[src/rtl/core/h264aus_pkg.sv]
`default_nettype none
// ----------------------------------------------------------------------------
// h264aus_pkg
// Shared types and constants of the H.264 access unit splitter.
// ----------------------------------------------------------------------------
package h264aus_pkg;

    localparam int unsigned WIN_DEPTH  = 6;
    localparam int unsigned FILL_BITS  = 3;
    localparam int unsigned CFG_BITS   = 24;

    localparam logic [CFG_BITS-1:0] MAX_FRAME_RESET = 24'd500000;

    localparam logic [7:0] NAL_TYPE_MASK  = 8'h1F;
    localparam logic [7:0] NAL_SLICE      = 8'h01;
    localparam logic [7:0] NAL_SLICE_IDR  = 8'h05;
    localparam logic [7:0] NAL_SEI        = 8'h06;
    localparam logic [7:0] NAL_SPS        = 8'h07;
    localparam logic [7:0] NAL_PPS        = 8'h08;
    localparam logic [7:0] FIRST_MB_MASK  = 8'h80;

    localparam logic [1:0] SKIP_RELOAD    = 2'd3;

    typedef logic [WIN_DEPTH-1:0][7:0] t_win;

    typedef struct packed {
        logic slice_first;
        logic param;
    } t_scinfo;

    typedef struct packed {
        logic       vld;
        logic [7:0] data;
        logic       boundary;
        logic       last;
    } t_emit;

endpackage
`default_nettype wire

[src/rtl/core/h264aus_scdet.sv]
`default_nettype none
// ----------------------------------------------------------------------------
// h264aus_scdet
// Start code detector: classifies the NAL unit opened at the window head.
// ----------------------------------------------------------------------------
module h264aus_scdet (
    input  wire  h264aus_pkg::t_win    i_win,
    output h264aus_pkg::t_scinfo       o_info
);

    logic       sc3;
    logic       sc4;
    logic [7:0] nal_type;
    logic       first_mb;

    always_comb begin
        sc3 = (i_win[0] == 8'h00) && (i_win[1] == 8'h00) && (i_win[2] == 8'h01);
        sc4 = !sc3 && (i_win[0] == 8'h00) && (i_win[1] == 8'h00) &&
              (i_win[2] == 8'h00) && (i_win[3] == 8'h01);
        nal_type = (sc3 ? i_win[3] : i_win[4]) & h264aus_pkg::NAL_TYPE_MASK;
        first_mb = ((sc3 ? i_win[4] : i_win[5]) & h264aus_pkg::FIRST_MB_MASK) ==
                   h264aus_pkg::FIRST_MB_MASK;
        o_info.slice_first = (sc3 || sc4) && first_mb &&
                             ((nal_type == h264aus_pkg::NAL_SLICE) ||
                              (nal_type == h264aus_pkg::NAL_SLICE_IDR));
        o_info.param = (sc3 || sc4) &&
                       ((nal_type == h264aus_pkg::NAL_SPS) ||
                        (nal_type == h264aus_pkg::NAL_PPS) ||
                        (nal_type == h264aus_pkg::NAL_SEI));
    end

endmodule
`default_nettype wire

[src/rtl/core/h264aus_emit.sv]
`default_nettype none
// ----------------------------------------------------------------------------
// h264aus_emit
// Frame offset tracking, frame size limit and the output register.
// ----------------------------------------------------------------------------
module h264aus_emit #(
    parameter int unsigned OFFSET_BITS = 24
) (
    input  wire                                   i_clk,
    input  wire                                   i_rst_n,
    input  wire                                   i_cfg_we,
    input  wire  [h264aus_pkg::CFG_BITS-1:0]      i_cfg_wdata,
    input  wire  h264aus_pkg::t_emit              i_emit,
    output logic                                  o_slot_free,
    output logic                                  o_m_tvalid,
    input  wire                                   i_m_tready,
    output logic [7:0]                            o_m_tdata,
    output logic [1:0]                            o_m_tuser,
    output logic                                  o_m_tlast
);

    localparam int unsigned CW = (OFFSET_BITS > h264aus_pkg::CFG_BITS) ?
                                 OFFSET_BITS : h264aus_pkg::CFG_BITS;

    logic [h264aus_pkg::CFG_BITS-1:0] r_max;
    logic [OFFSET_BITS-1:0]           r_off;
    logic [OFFSET_BITS-1:0]           n_off;
    logic [OFFSET_BITS-1:0]           off_use;
    logic                             r_vld;
    logic                             n_vld;
    logic [7:0]                       r_byte;
    logic                             r_bvalid;
    logic                             r_first;
    logic                             r_last;
    logic                             bvalid;

    assign o_slot_free = !r_vld || i_m_tready;

    always_comb begin
        off_use = i_emit.boundary ? '0 : r_off;
        bvalid  = CW'(off_use) < CW'(r_max);
        n_off   = r_off;
        n_vld   = r_vld && !i_m_tready;
        if (i_emit.vld) begin
            n_vld = 1'b1;
            if (i_emit.last) begin
                n_off = '0;
            end else if (off_use == {OFFSET_BITS{1'b1}}) begin
                n_off = off_use;
            end else begin
                n_off = off_use + 1'b1;
            end
        end
    end

    always_ff @(posedge i_clk) begin
        if (!i_rst_n) begin
            r_max <= h264aus_pkg::MAX_FRAME_RESET;
            r_off <= '0;
            r_vld <= 1'b0;
        end else begin
            if (i_cfg_we) begin
                r_max <= i_cfg_wdata;
            end
            r_off <= n_off;
            r_vld <= n_vld;
        end
    end

    always_ff @(posedge i_clk) begin
        if (i_emit.vld) begin
            r_byte   <= i_emit.data;
            r_bvalid <= bvalid;
            r_first  <= (off_use == '0);
            r_last   <= i_emit.last;
        end
    end

    assign o_m_tvalid = r_vld;
    assign o_m_tdata  = r_byte;
    assign o_m_tuser  = {r_first, r_bvalid};
    assign o_m_tlast  = r_last;

endmodule
`default_nettype wire

[src/rtl/core/h264_access_unit_splitter_top.sv]
`default_nettype none
// ----------------------------------------------------------------------------
// h264_access_unit_splitter_top
// H.264 Annex B access unit splitter with a six-byte look-ahead window.
// ----------------------------------------------------------------------------
// Takes one stream byte per cycle while s_tready is high and passes it on five
// bytes later, so the first five input transactions produce no output. Each
// byte is checked for a start code while it is the oldest of a full six-byte
// window; tuser[1] marks the first byte of an access unit and tuser[0] says the
// byte lies within max_frame_bytes of its frame. A tlast transaction flushes
// the window: its up to six bytes leave one per cycle while the output register
// is free, the last with tlast, with s_tready low meanwhile. Otherwise one
// byte per cycle is sustained, limited only by the single output register.
module h264_access_unit_splitter_top #(
    parameter int unsigned OFFSET_BITS = 24
) (
    input  wire         i_clk,
    input  wire         i_rst_n,
    input  wire         i_cfg_we,
    input  wire  [23:0] i_cfg_wdata,     // max_frame_bytes
    input  wire         i_s_tvalid,
    output logic        o_s_tready,
    input  wire  [7:0]  i_s_tdata,       // [7:0] stream_byte
    input  wire         i_s_tlast,       // end_of_stream
    output logic        o_m_tvalid,
    input  wire         i_m_tready,
    output logic [7:0]  o_m_tdata,       // [7:0] out_byte
    output logic [1:0]  o_m_tuser,       // [0] byte_valid, [1] frame_first
    output logic        o_m_tlast        // stream_last
);

    localparam int unsigned FB = h264aus_pkg::FILL_BITS;
    localparam int unsigned WD = h264aus_pkg::WIN_DEPTH;

    h264aus_pkg::t_win    r_win;
    h264aus_pkg::t_win    n_win;
    h264aus_pkg::t_win    win_new;
    logic [FB-1:0]        r_fill;
    logic [FB-1:0]        n_fill;
    logic                 r_drain;
    logic                 n_drain;
    logic                 r_srch;
    logic                 n_srch;
    logic [1:0]           r_skip;
    logic [1:0]           n_skip;
    logic                 slot_free;
    logic                 acc;
    logic                 boundary;
    logic                 srch_after;
    logic [1:0]           skip_dec;
    h264aus_pkg::t_scinfo info;
    h264aus_pkg::t_emit   emit;

    assign o_s_tready = !r_drain && slot_free;
    assign acc        = i_s_tvalid && o_s_tready;

    always_comb begin
        for (int k = 0; k < WD; k++) begin
            win_new[k] = (r_fill == FB'(k)) ? i_s_tdata : r_win[k];
        end
    end

    h264aus_scdet u_scdet (
        .i_win  (win_new),
        .o_info (info)
    );

    always_comb begin
        boundary   = r_srch && (r_skip == 2'd0) && (info.param || info.slice_first);
        srch_after = r_srch && !boundary;
        skip_dec   = (r_srch && (r_skip != 2'd0)) ? r_skip - 2'd1 : r_skip;

        n_win   = r_win;
        n_fill  = r_fill;
        n_drain = r_drain;
        n_srch  = r_srch;
        n_skip  = r_skip;
        emit    = '0;

        if (r_drain) begin
            if (slot_free) begin
                emit.vld  = 1'b1;
                emit.data = r_win[0];
                emit.last = (r_fill == FB'(1));
                n_win     = {8'h00, r_win[WD-1:1]};
                n_fill    = r_fill - FB'(1);
                if (r_fill == FB'(1)) begin
                    n_drain = 1'b0;
                end
            end
        end else if (acc) begin
            if (i_s_tlast) begin
                n_win   = win_new;
                n_fill  = r_fill + FB'(1);
                n_drain = 1'b1;
                n_srch  = 1'b0;
                n_skip  = 2'd0;
            end else if (r_fill == FB'(WD - 1)) begin
                emit.vld      = 1'b1;
                emit.data     = win_new[0];
                emit.boundary = boundary;
                n_win         = {8'h00, win_new[WD-1:1]};
                if (!srch_after && info.slice_first) begin
                    n_srch = 1'b1;
                    n_skip = h264aus_pkg::SKIP_RELOAD;
                end else begin
                    n_srch = srch_after;
                    n_skip = skip_dec;
                end
            end else begin
                n_win  = win_new;
                n_fill = r_fill + FB'(1);
            end
        end
    end

    always_ff @(posedge i_clk) begin
        if (!i_rst_n) begin
            r_win   <= '0;
            r_fill  <= '0;
            r_drain <= 1'b0;
            r_srch  <= 1'b0;
            r_skip  <= 2'd0;
        end else begin
            r_win   <= n_win;
            r_fill  <= n_fill;
            r_drain <= n_drain;
            r_srch  <= n_srch;
            r_skip  <= n_skip;
        end
    end

    h264aus_emit #(
        .OFFSET_BITS (OFFSET_BITS)
    ) u_emit (
        .i_clk       (i_clk),
        .i_rst_n     (i_rst_n),
        .i_cfg_we    (i_cfg_we),
        .i_cfg_wdata (i_cfg_wdata),
        .i_emit      (emit),
        .o_slot_free (slot_free),
        .o_m_tvalid  (o_m_tvalid),
        .i_m_tready  (i_m_tready),
        .o_m_tdata   (o_m_tdata),
        .o_m_tuser   (o_m_tuser),
        .o_m_tlast   (o_m_tlast)
    );

endmodule
`default_nettype wire

[config.mk]
export PLATFORM = sky130hd
export DESIGN_NAME = h264_access_unit_splitter_top
export DESIGN_NICKNAME = d
export VERILOG_FILES = /design/src/rtl/core/h264aus_pkg.sv /design/src/rtl/core/h264aus_scdet.sv /design/src/rtl/core/h264aus_emit.sv /design/src/rtl/core/h264_access_unit_splitter_top.sv
export SDC_FILE = /design/constraint.sdc
export NUM_CORES = 1
export LEC_CHECK = 0
export BUFFER_PORTS_ARGS = -buffer_cell sky130_fd_sc_hd__buf_4
export CAP_MARGIN = 20
export CORE_ASPECT_RATIO = 1.2
export CORE_MARGIN = 8
export CORE_UTILIZATION = 65
export DETAILED_ROUTE_END_ITERATION = 12
export GPL_ROUTABILITY_DRIVEN = 0
export GPL_TIMING_DRIVEN = 1
export MAX_ROUTING_LAYER = met4
export PLACE_DENSITY_LB_ADDON = 0.3
export SLEW_MARGIN = 20
export SYNTH_ARGS = -nofsm -noshare
export SYNTH_HDL_FRONTEND = slang
export SYNTH_SLANG_ARGS = --single-unit
export TNS_END_PERCENT = 100
[constraint.sdc]
create_clock -name i_clk -period 11.75 [get_ports i_clk]
set_input_delay 2.35 -clock i_clk [delete_from_list [all_inputs] [get_ports i_clk]]
set_output_delay 2.35 -clock i_clk [all_outputs]
set_load 0.01 [all_outputs]
# == Yosys cells after proc, flatten, opt, wreduce, memory -nomap -nowiden ==
# Cells that the tools add are included.
# totals
regBits,115
inputBits,38
output_inout_bits,13
wordCells,123
# classes
addsub,4
n_lt_le_gt_ge,1
n_eq_ne,15
n_mux,42
bitwise_logic,1
reduce_logical,43
# ops
op,n
48-bit two-way mux,5
24-bit two-way mux,3
8-bit two-way mux,7
10-bit two-way mux,3
24-bit by 1-bit adder with 24-bit output (second input constant),1
24-bit equality test (second input constant),1
24-bit logical NOT,1
8-bit logical NOT,3
24-bit less-than comparator,1
9-bit two-way mux,2
1-bit logical AND,17
8-bit by 1-bit equality test with 1-bit output (second input constant),2
5-bit by 3-bit equality test with 1-bit output (second input constant),3
3-bit two-way mux,5
1-bit two-way mux,12
2-bit two-way mux,4
3-bit by 2-bit equality test with 1-bit output (second input constant),2
3-bit equality test (second input constant),2
1-bit logical NOT,6
1-bit logical OR,6
3-bit AND reduction,2
2-bit nonzero test,3
5-bit by 1-bit equality test with 1-bit output (second input constant),1
5-bit by 4-bit equality test with 1-bit output (second input constant),1
other kinds (13),13

# == Longest topological paths before layout ==
# Gate-level depths: netlist of run 1.
# depth
word_depth,23
ltp_mapped,23
mapped_depth_nobuf,19

# == Cells and area by module ==
# Synthesis of run 1 repeated with hierarchy kept, for this count alone.
# hier_totals
hier_cells,868
area_unflattened_um2,7243.2
# by_module_without_submodules
mod,instances,cells_each,area_each_um2,seq_area_each_um2
h264_access_unit_splitter_top,1,448,3599.7,1101.1
h264aus_emit,1,394,3484.6,1311.3
h264aus_scdet,1,26,158.9,0.0

# == Worst setup path after synthesis of run 1 ==
# OpenSTA, ideal clock, no wires.
# synth_path
path_type,input to register
from,input port i_s_tdata[6]
to,register u_emit.r_bvalid (data pin)
setup_ns,0.285
arrival_time_ns,5.960
required_ns,11.465
slack_ns,5.505
stages,17
path_buffers,3
path_cell_list,buf_2 > nor3_4 > or3b_1 > a21oi_1 > nand3b_1 > mux2i_4 > or4_4 > clkbuf_1 > clkbuf_1 > and2_1 > ha_1 > nand4_1 > or2_2 > a2111oi_0 > a211oi_1 > o21ai_0 > a41oi_1
# synth_via
elab_chain_len,20
elab_cells_between_ends,38
classes_between,1 x order compare; 7 x eq/ne; 11 x mux; 19 x reduce/logical
# synth_rtl
element,line,text
start: declaration,h264_access_unit_splitter_top.sv:23,"input wire [7:0] i_s_tdata,"
"parallel branches: the longest is 12 deep, another holds 8-bit two-way mux",n/a,
1-bit logical OR (*),h264_access_unit_splitter_top.sv:69,boundary = r_srch && (r_skip == 2'd0) && (info.param || info.slice_first);
1-bit logical AND (*),h264_access_unit_splitter_top.sv:69,
10-bit two-way mux (*),h264_access_unit_splitter_top.sv:98,end else if (r_fill == FB'(WD - 1)) begin
10-bit two-way mux (*),h264_access_unit_splitter_top.sv:92,if (i_s_tlast) begin
10-bit two-way mux (*),h264_access_unit_splitter_top.sv:91,end else if (acc) begin
1-bit two-way mux (*),h264_access_unit_splitter_top.sv:80,if (r_drain) begin
24-bit two-way mux (*),h264aus_emit.sv:40,off_use = i_emit.boundary ? '0 : r_off;
24-bit less-than comparator (*),h264aus_emit.sv:41,bvalid = CW'(off_use) < CW'(r_max);
via u_emit.bvalid,h264aus_emit.sv:35,logic bvalid;
end signal: assignment,h264aus_emit.sv:73,r_bvalid <= bvalid;
end: declaration,h264aus_emit.sv:32,logic r_bvalid;
# Mark *: on every way through the listed nets, which the timed path passes.
# A chain may end at the register's enable or synchronous reset.

# == Worst setup path after layout of run 1 ==
# layout_path
from,input port i_s_tdata[1]
to,register u_emit.r_bvalid (data pin)
# Same word-level chain as after synthesis.

==> flow_summary.toml, run 1 <==
[outcome]
status = "completed"

[floorplan]
die_h_um = 130
die_x_um = 111
core_um2 = 10500
rows = 41
ios = 51
die-area_um2 = 14300
start_util_pct = 66.5

[cts]
post_cts_buffers = 0
clk_latency_ns = 0.41
root_buffer = "clkbuf_16"
hold_buffers = 0
cts_tree = "done"
clkSinkCount = 115
cts_buffers = 17
clock_path_buffers = 2
post_cts_resized = 0
h-tree-depth = 4
cts.reportedPaths.clkPinSlew_ns = 0.06

[synthesis]
syn_avg_cell_area_um2 = 8.41
synth_area_um2 = 6990
yosys.area.top_type = "dfxtp_1"
seq_area_frac_synth_pct = 34.5
yosys.area_share.simple_pct = 22.9
synth.distinct_cells = 73
synth_top_cells_by_count = "104 x dfxtp_1, 89 x nand2_1, 45 x a21oi_1"
yosys_warnings = 0
ys_ff_latch = 115
synth_edf_count = 11
async_flop_share_pct = 0
synthesis.nets = 901
synthTopCellsByArea = "dfxtp_1 30%, ha_1 5.7%, nand2_1 4.8%"
yosysMostFrequentCell = "dfxtp_1"
synth_compound_area_share_pct = 25.6
yosysTopAreaCellShare_pct = 29.8
synth-xor-area-share_pct = 0.626
synth_top_family_by_area = "compound AO/OA/AOI/OAI gates"
muxShareOfSynthArea_pct = 4.38
synthFlopType = "dfxtp_1"
synthAdderAreaFrac_pct = 5.73
synth_cells = 831

[sta]
finalCritPeriodShare_pct = 52.9
grt_setup_unrepaired = "false"
setup_viol = 0
period_needed_ns = 6.22
slew_viol_final = 0
tightest_slew_ns = 0.815
finalHoldViolations = 0
relSlewSlack_pct = 45.3
fin_skew_ns = 0.00672
fmax_ghz = 0.161
tns_ns = 0

[drt]
dr_total_vias = 6885
first_pass_iters = 6
detail_route.wl_per_cell_um = 20.8
viasPerCell = 6.97
drc = 0
first_iter_violations = 761
routed_wl_um = 20600
final_antenna_net_count = 0

[run]
cap_violations = 0

[pwr]
p_leak_nw = 3.15
pwr-share-clk_pct = 44.2
power_mw = 1.20
ir_drop_mv = 0.0971
switching_share_pct = 29.2
power_density_nw_per_um2 = 151
p_switching_mw = 0.349
intPower_mw = 0.847
p_seq_share_pct = 38.0
combPwrFrac_pct = 17.8

[worst_setup_path]
cp_top_family = "simple AND/OR/NAND/NOR gates"
slowest_stage = "or4_4"
cp-start-kind = "primary input"
crit_chain = "buf_4 > nor4_4 > nand3_1 > a2111oi_4 > nand3b_1 > mux2i_4 > or4_4 > and2_1 > ha_1 > nand4_1 > or2_2 > a2111oi_0 > a211oi_1 > o21ai_0 > a41oi_1"
cp.required_ns = 11.88
crit_buf_inv = 1
max_stage_delay_ns = 0.70
cp.depth = 15
crit_type = "in -> reg"
arrival_ns = 6.34
critPathMaxFanout = 32
reg2reg_depth = 16
cp-end-kind = "flip-flop"

[global_routing]
overflow = 0
grt_pass1_wl_um = 33400
grt_pass1_vias = 6882
grt_max_degree = 88
grt_use_total_pct = 29.0
antenna_found_initial = 0

[layout]
syn2layout_area_growth_pct = 13.2
diodes = 0
drive_above_1_share_pct = 13.2
final_nets = 916

[place]
dp_hpwl_um = 13900
portBuffers = 50

[min_path]
min-delay-path-class = "reg -> reg"
hold_depth = 2
==> per-stage QoR <==
stage	hold slack (ns)	setup slack, ns	utilization [%]	area (um2)	std cells
after CTS	0.476	5.59	75.2	7900	987
after global placement	0.447	5.29	69.4	7300	955
final	0.473	5.53	75.2	7910	988
after detailed placement	0.467	5.17	69.4	7300	955
after floorplan	0.433	5.50	-	6990	831
after global routing	0.501	5.23	75.2	7910	988
==> final timing paths <==
check                                  start         endpoint  slack (ns)
worst max register to register     r_fill[2]  u_emit.r_bvalid        6.31
worst min-delay path               r_skip[1]        r_skip[1]        0.47
worst max-delay path            i_s_tdata[1]  u_emit.r_bvalid        5.53
worst min register to register     r_skip[1]        r_skip[1]        0.47
==> final cells by class <==
cell class	count	area, um2
repair buffers	55	413
clock buffers	17	425
flip-flops and latches	115	2410
clock inverters	15	180
multi-input cells	612	4150
inverters	45	169
fillers	746	2610
well taps	129	161
==> worst min-delay path, cell delays in order, from the launching register on <==
cell	delay (ns)
dfxtp_1	0.30
inv_1	0.06
a21oi_1	0.06
==> registers in the layout, indices dropped and copies added (netlist names) <==
name and flops:
r_drain 1, u_emit.r_first 1, u_emit.r_bvalid 1, u_emit.o_m_tdata 8
r_srch 1, r_skip 2, u_emit.o_m_tlast 1, r_win 48
u_emit.r_off 24, u_emit.o_m_tvalid 1, r_fill 3, u_emit.r_max 24
==> layout by cell type, fill, tap and decap left out, types with 12 or more instances in the layout <==
master / synthesis / final
dfxtp_1: 104 / 104
nand2_1: 89 / 89
buf_4: 2 / 55
a21oi_1: 45 / 45
inv_1: 44 / 44
o21ai_0: 34 / 34
nor2_1: 35 / 34
ha_1: 32 / 32
and2_1: 31 / 31
nor2b_1: 29 / 29
a21boi_0: 29 / 29
o221ai_1: 27 / 27
mux2i_1: 25 / 25
o22a_1: 24 / 24
clkbuf_16: 0 / 17
nand4_1: 16 / 16
o211ai_1: 16 / 16
and3_1: 15 / 15
nor4_1: 14 / 13
a31oi_1: 12 / 12
o22ai_1: 12 / 12
==> cells by family (layout without fill, tap and decap cells) <==
family / Yosys count / count (layout)
fa+ha+maj: 32 / 32
simple gates: 295 / 295
compound gates: 251 / 251
flops: 115 / 115
mux: 29 / 29
buf+inv: 104 / 132
xor+xnor: 5 / 5
==> power groups by stage <==
stage                     logic [mW]  clock network [mW]  registers, mW
final                          0.213               0.529          0.454
after global routing           0.229               0.550          0.456
after CTS                      0.207               0.530          0.451
after detailed placement       0.203                   0          0.459
after global placement         0.197                   0          0.458
after floorplan                0.153                   0          0.450
==> per-layer routing <==
layer	up-vias	GRT usage [%]	wire [um]	part of all wire (%)
met1	3205	29.3	7370	36
li1	3096	-	-	-
met3	126	5.18	1640	8.0
met5	-	-	0	0
met2	458	50.8	10300	50
met4	0	20.0	1280	6.2
Note: power is estimated with default switching activity, not from simulation.
==> run 2: changes to the inputs <==
- CORE_UTILIZATION: 65 -> 55
- clock period: 11.75 -> 5 ns (I/O delays scaled with it)
==> run 2 against run 1 <==
Effect of this change: core utilization down 11 points; highest routed layer unchanged; largest cell class unchanged; sequential power is 130% higher; worst hold slack about the same; sequential cell count is the same; worst setup slack worse by 5.2 ns; critical path type unchanged.
==> flow_summary.toml, run 2 (synthesized netlist as in run 1, its figures left out) <==
[floorplan]
ios = 51
die_x_um = 119
die_h_um = 140
rows = 45
core_um2 = 12600
die-area_um2 = 16600
start_util_pct = 55.7

[drt]
first_pass_iters = 6
drc = 0
first_iter_violations = 654
routed_wl_um = 19900
final_antenna_net_count = 0
dr_total_vias = 6700
viasPerCell = 6.47
detail_route.wl_per_cell_um = 19.2

[min_path]
min-delay-path-class = "reg -> reg"

[cts]
cts_tree = "done"
clock_path_buffers = 2
clkSinkCount = 115
hold_buffers = 0
clk_latency_ns = 0.43
cts.reportedPaths.clkPinSlew_ns = 0.06
post_cts_buffers = 0
cts_buffers = 17
h-tree-depth = 4
root_buffer = "clkbuf_16"

[worst_setup_path]
arrival_ns = 4.98
cp.required_ns = 5.33
cp-start-kind = "primary input"
critPathMaxFanout = 9
crit_type = "in -> reg"
cp-end-kind = "flip-flop"

[global_routing]
met2_usage_pct = 40.8
grt_pass1_vias = 6740
grt_pass1_wl_um = 32600
antenna_found_initial = 0
use_met1_pct = 26.0
top_usage_layer = "met2"
overflow = 0
grtUsageMet3_pct = 5.42
grt_max_degree = 88
grt_use_total_pct = 24.6

[sta]
setup_viol = 0
slew_viol_final = 0
fin_skew_ns = 0.00758
grt_setup_unrepaired = "false"
period_needed_ns = 4.65
tns_ns = 0
finalCritPeriodShare_pct = 93.1
relSlewSlack_pct = 43.9
fmax_ghz = 0.215
tightest_slew_ns = 0.838
finalHoldViolations = 0

[layout]
final_nets = 928
final_common_cell = "dfxtp_1"
largest_reg_flops = 48
syn2layout_area_growth_pct = 15.5
regMostFlops = "r_win"
diodes = 0
layout_common_cells = "104 x dfxtp_1, 89 x nand2_1, 66 x buf_4"
fin_area_um2 = 8070
drive_above_1_share_pct = 14.6
reg_top3 = "r_win: 48 flops, u_emit.r_max: 24 flops, u_emit.r_off: 24 flops"
final_core_util_pct = 64.3

[pwr]
p_leak_nw = 3.20
power_mw = 2.82
ir_drop_mv = 0.224
power_density_nw_per_um2 = 349

[place]
portBuffers = 50
dp_hpwl_um = 13900
placed_area_um2 = 7450

[outcome]
status = "completed"

[run]
cap_violations = 0
[run 2: layer usage]
metal / routed length [um] / share of wire (%)
met1: 7580 / 38
met2: 10100 / 51
met3: 1290 / 6.5
met4: 964 / 4.8
met5: 0 / 0
[run 2: stage by stage]
| stage | setup WS [ns] | instances | hold slack, ns |
|---|---|---|---|
| CTS | 0.363 | 1035 | 0.476 |
| floorplan | 0.105 | 831 | 0.433 |
| detailed placement | -0.106 | 1003 | 0.467 |
| finish | 0.346 | 1035 | 0.473 |
| global route | 0.0828 | 1035 | 0.494 |
| global placement | 0.0663 | 1003 | 0.445 |
[run 2: worst max-delay path: stages]
cell and delay (ns):
buf_4 0.13, nor4_4 0.31, nand3_1 0.17, a2111oi_4 0.36, nand3b_1 0.25, mux2i_4 0.26, or4_4 0.59, and2_1 0.22
ha_1 0.24, nand3_1 0.11, nor2_1 0.07, buf_4 0.16, a311oi_1 0.32, and2_1 0.23, nand3_1 0.10, or3_1 0.34
o21ai_0 0.12
[run 2: layout make-up]
type,instances,area (um2)
clock buffers,18,429
clock inverters,14,178
fillers,1068,4480
inverters,45,169
multi-input cells,612,4160
flip-flops and latches,115,2410
well taps,164,205
repair buffers,67,515
[run 2: timing repair]
action	4_1_cts	5_1_grt
hold endpoints to repair	0	0
gates resized for setup	0	3
endpoints found under the setup margin	0	4
[run 2: report_power, final]
group / internal (mW) / total [mW] / leakage, nW / switching [mW]
Sequential: 0.996 / 1.06 / 0.947 / 0.0599
Clock: 0.789 / 1.26 / 0.288 / 0.473
Combinational: 0.215 / 0.501 / 1.97 / 0.286
Total: 2.00 / 2.82 / 3.20 / 0.819
[run 2: final timing paths]
path,startpoint,to,slack [ns],cells past startpoint
worst min-delay path,r_skip[1],r_skip[1],0.47,2
worst min register to register,r_skip[1],r_skip[1],0.47,2
worst max register to register,r_fill[1],u_emit.r_off[15],0.38,18
worst max-delay path,i_s_tdata[1],u_emit.r_off[15],0.35,17
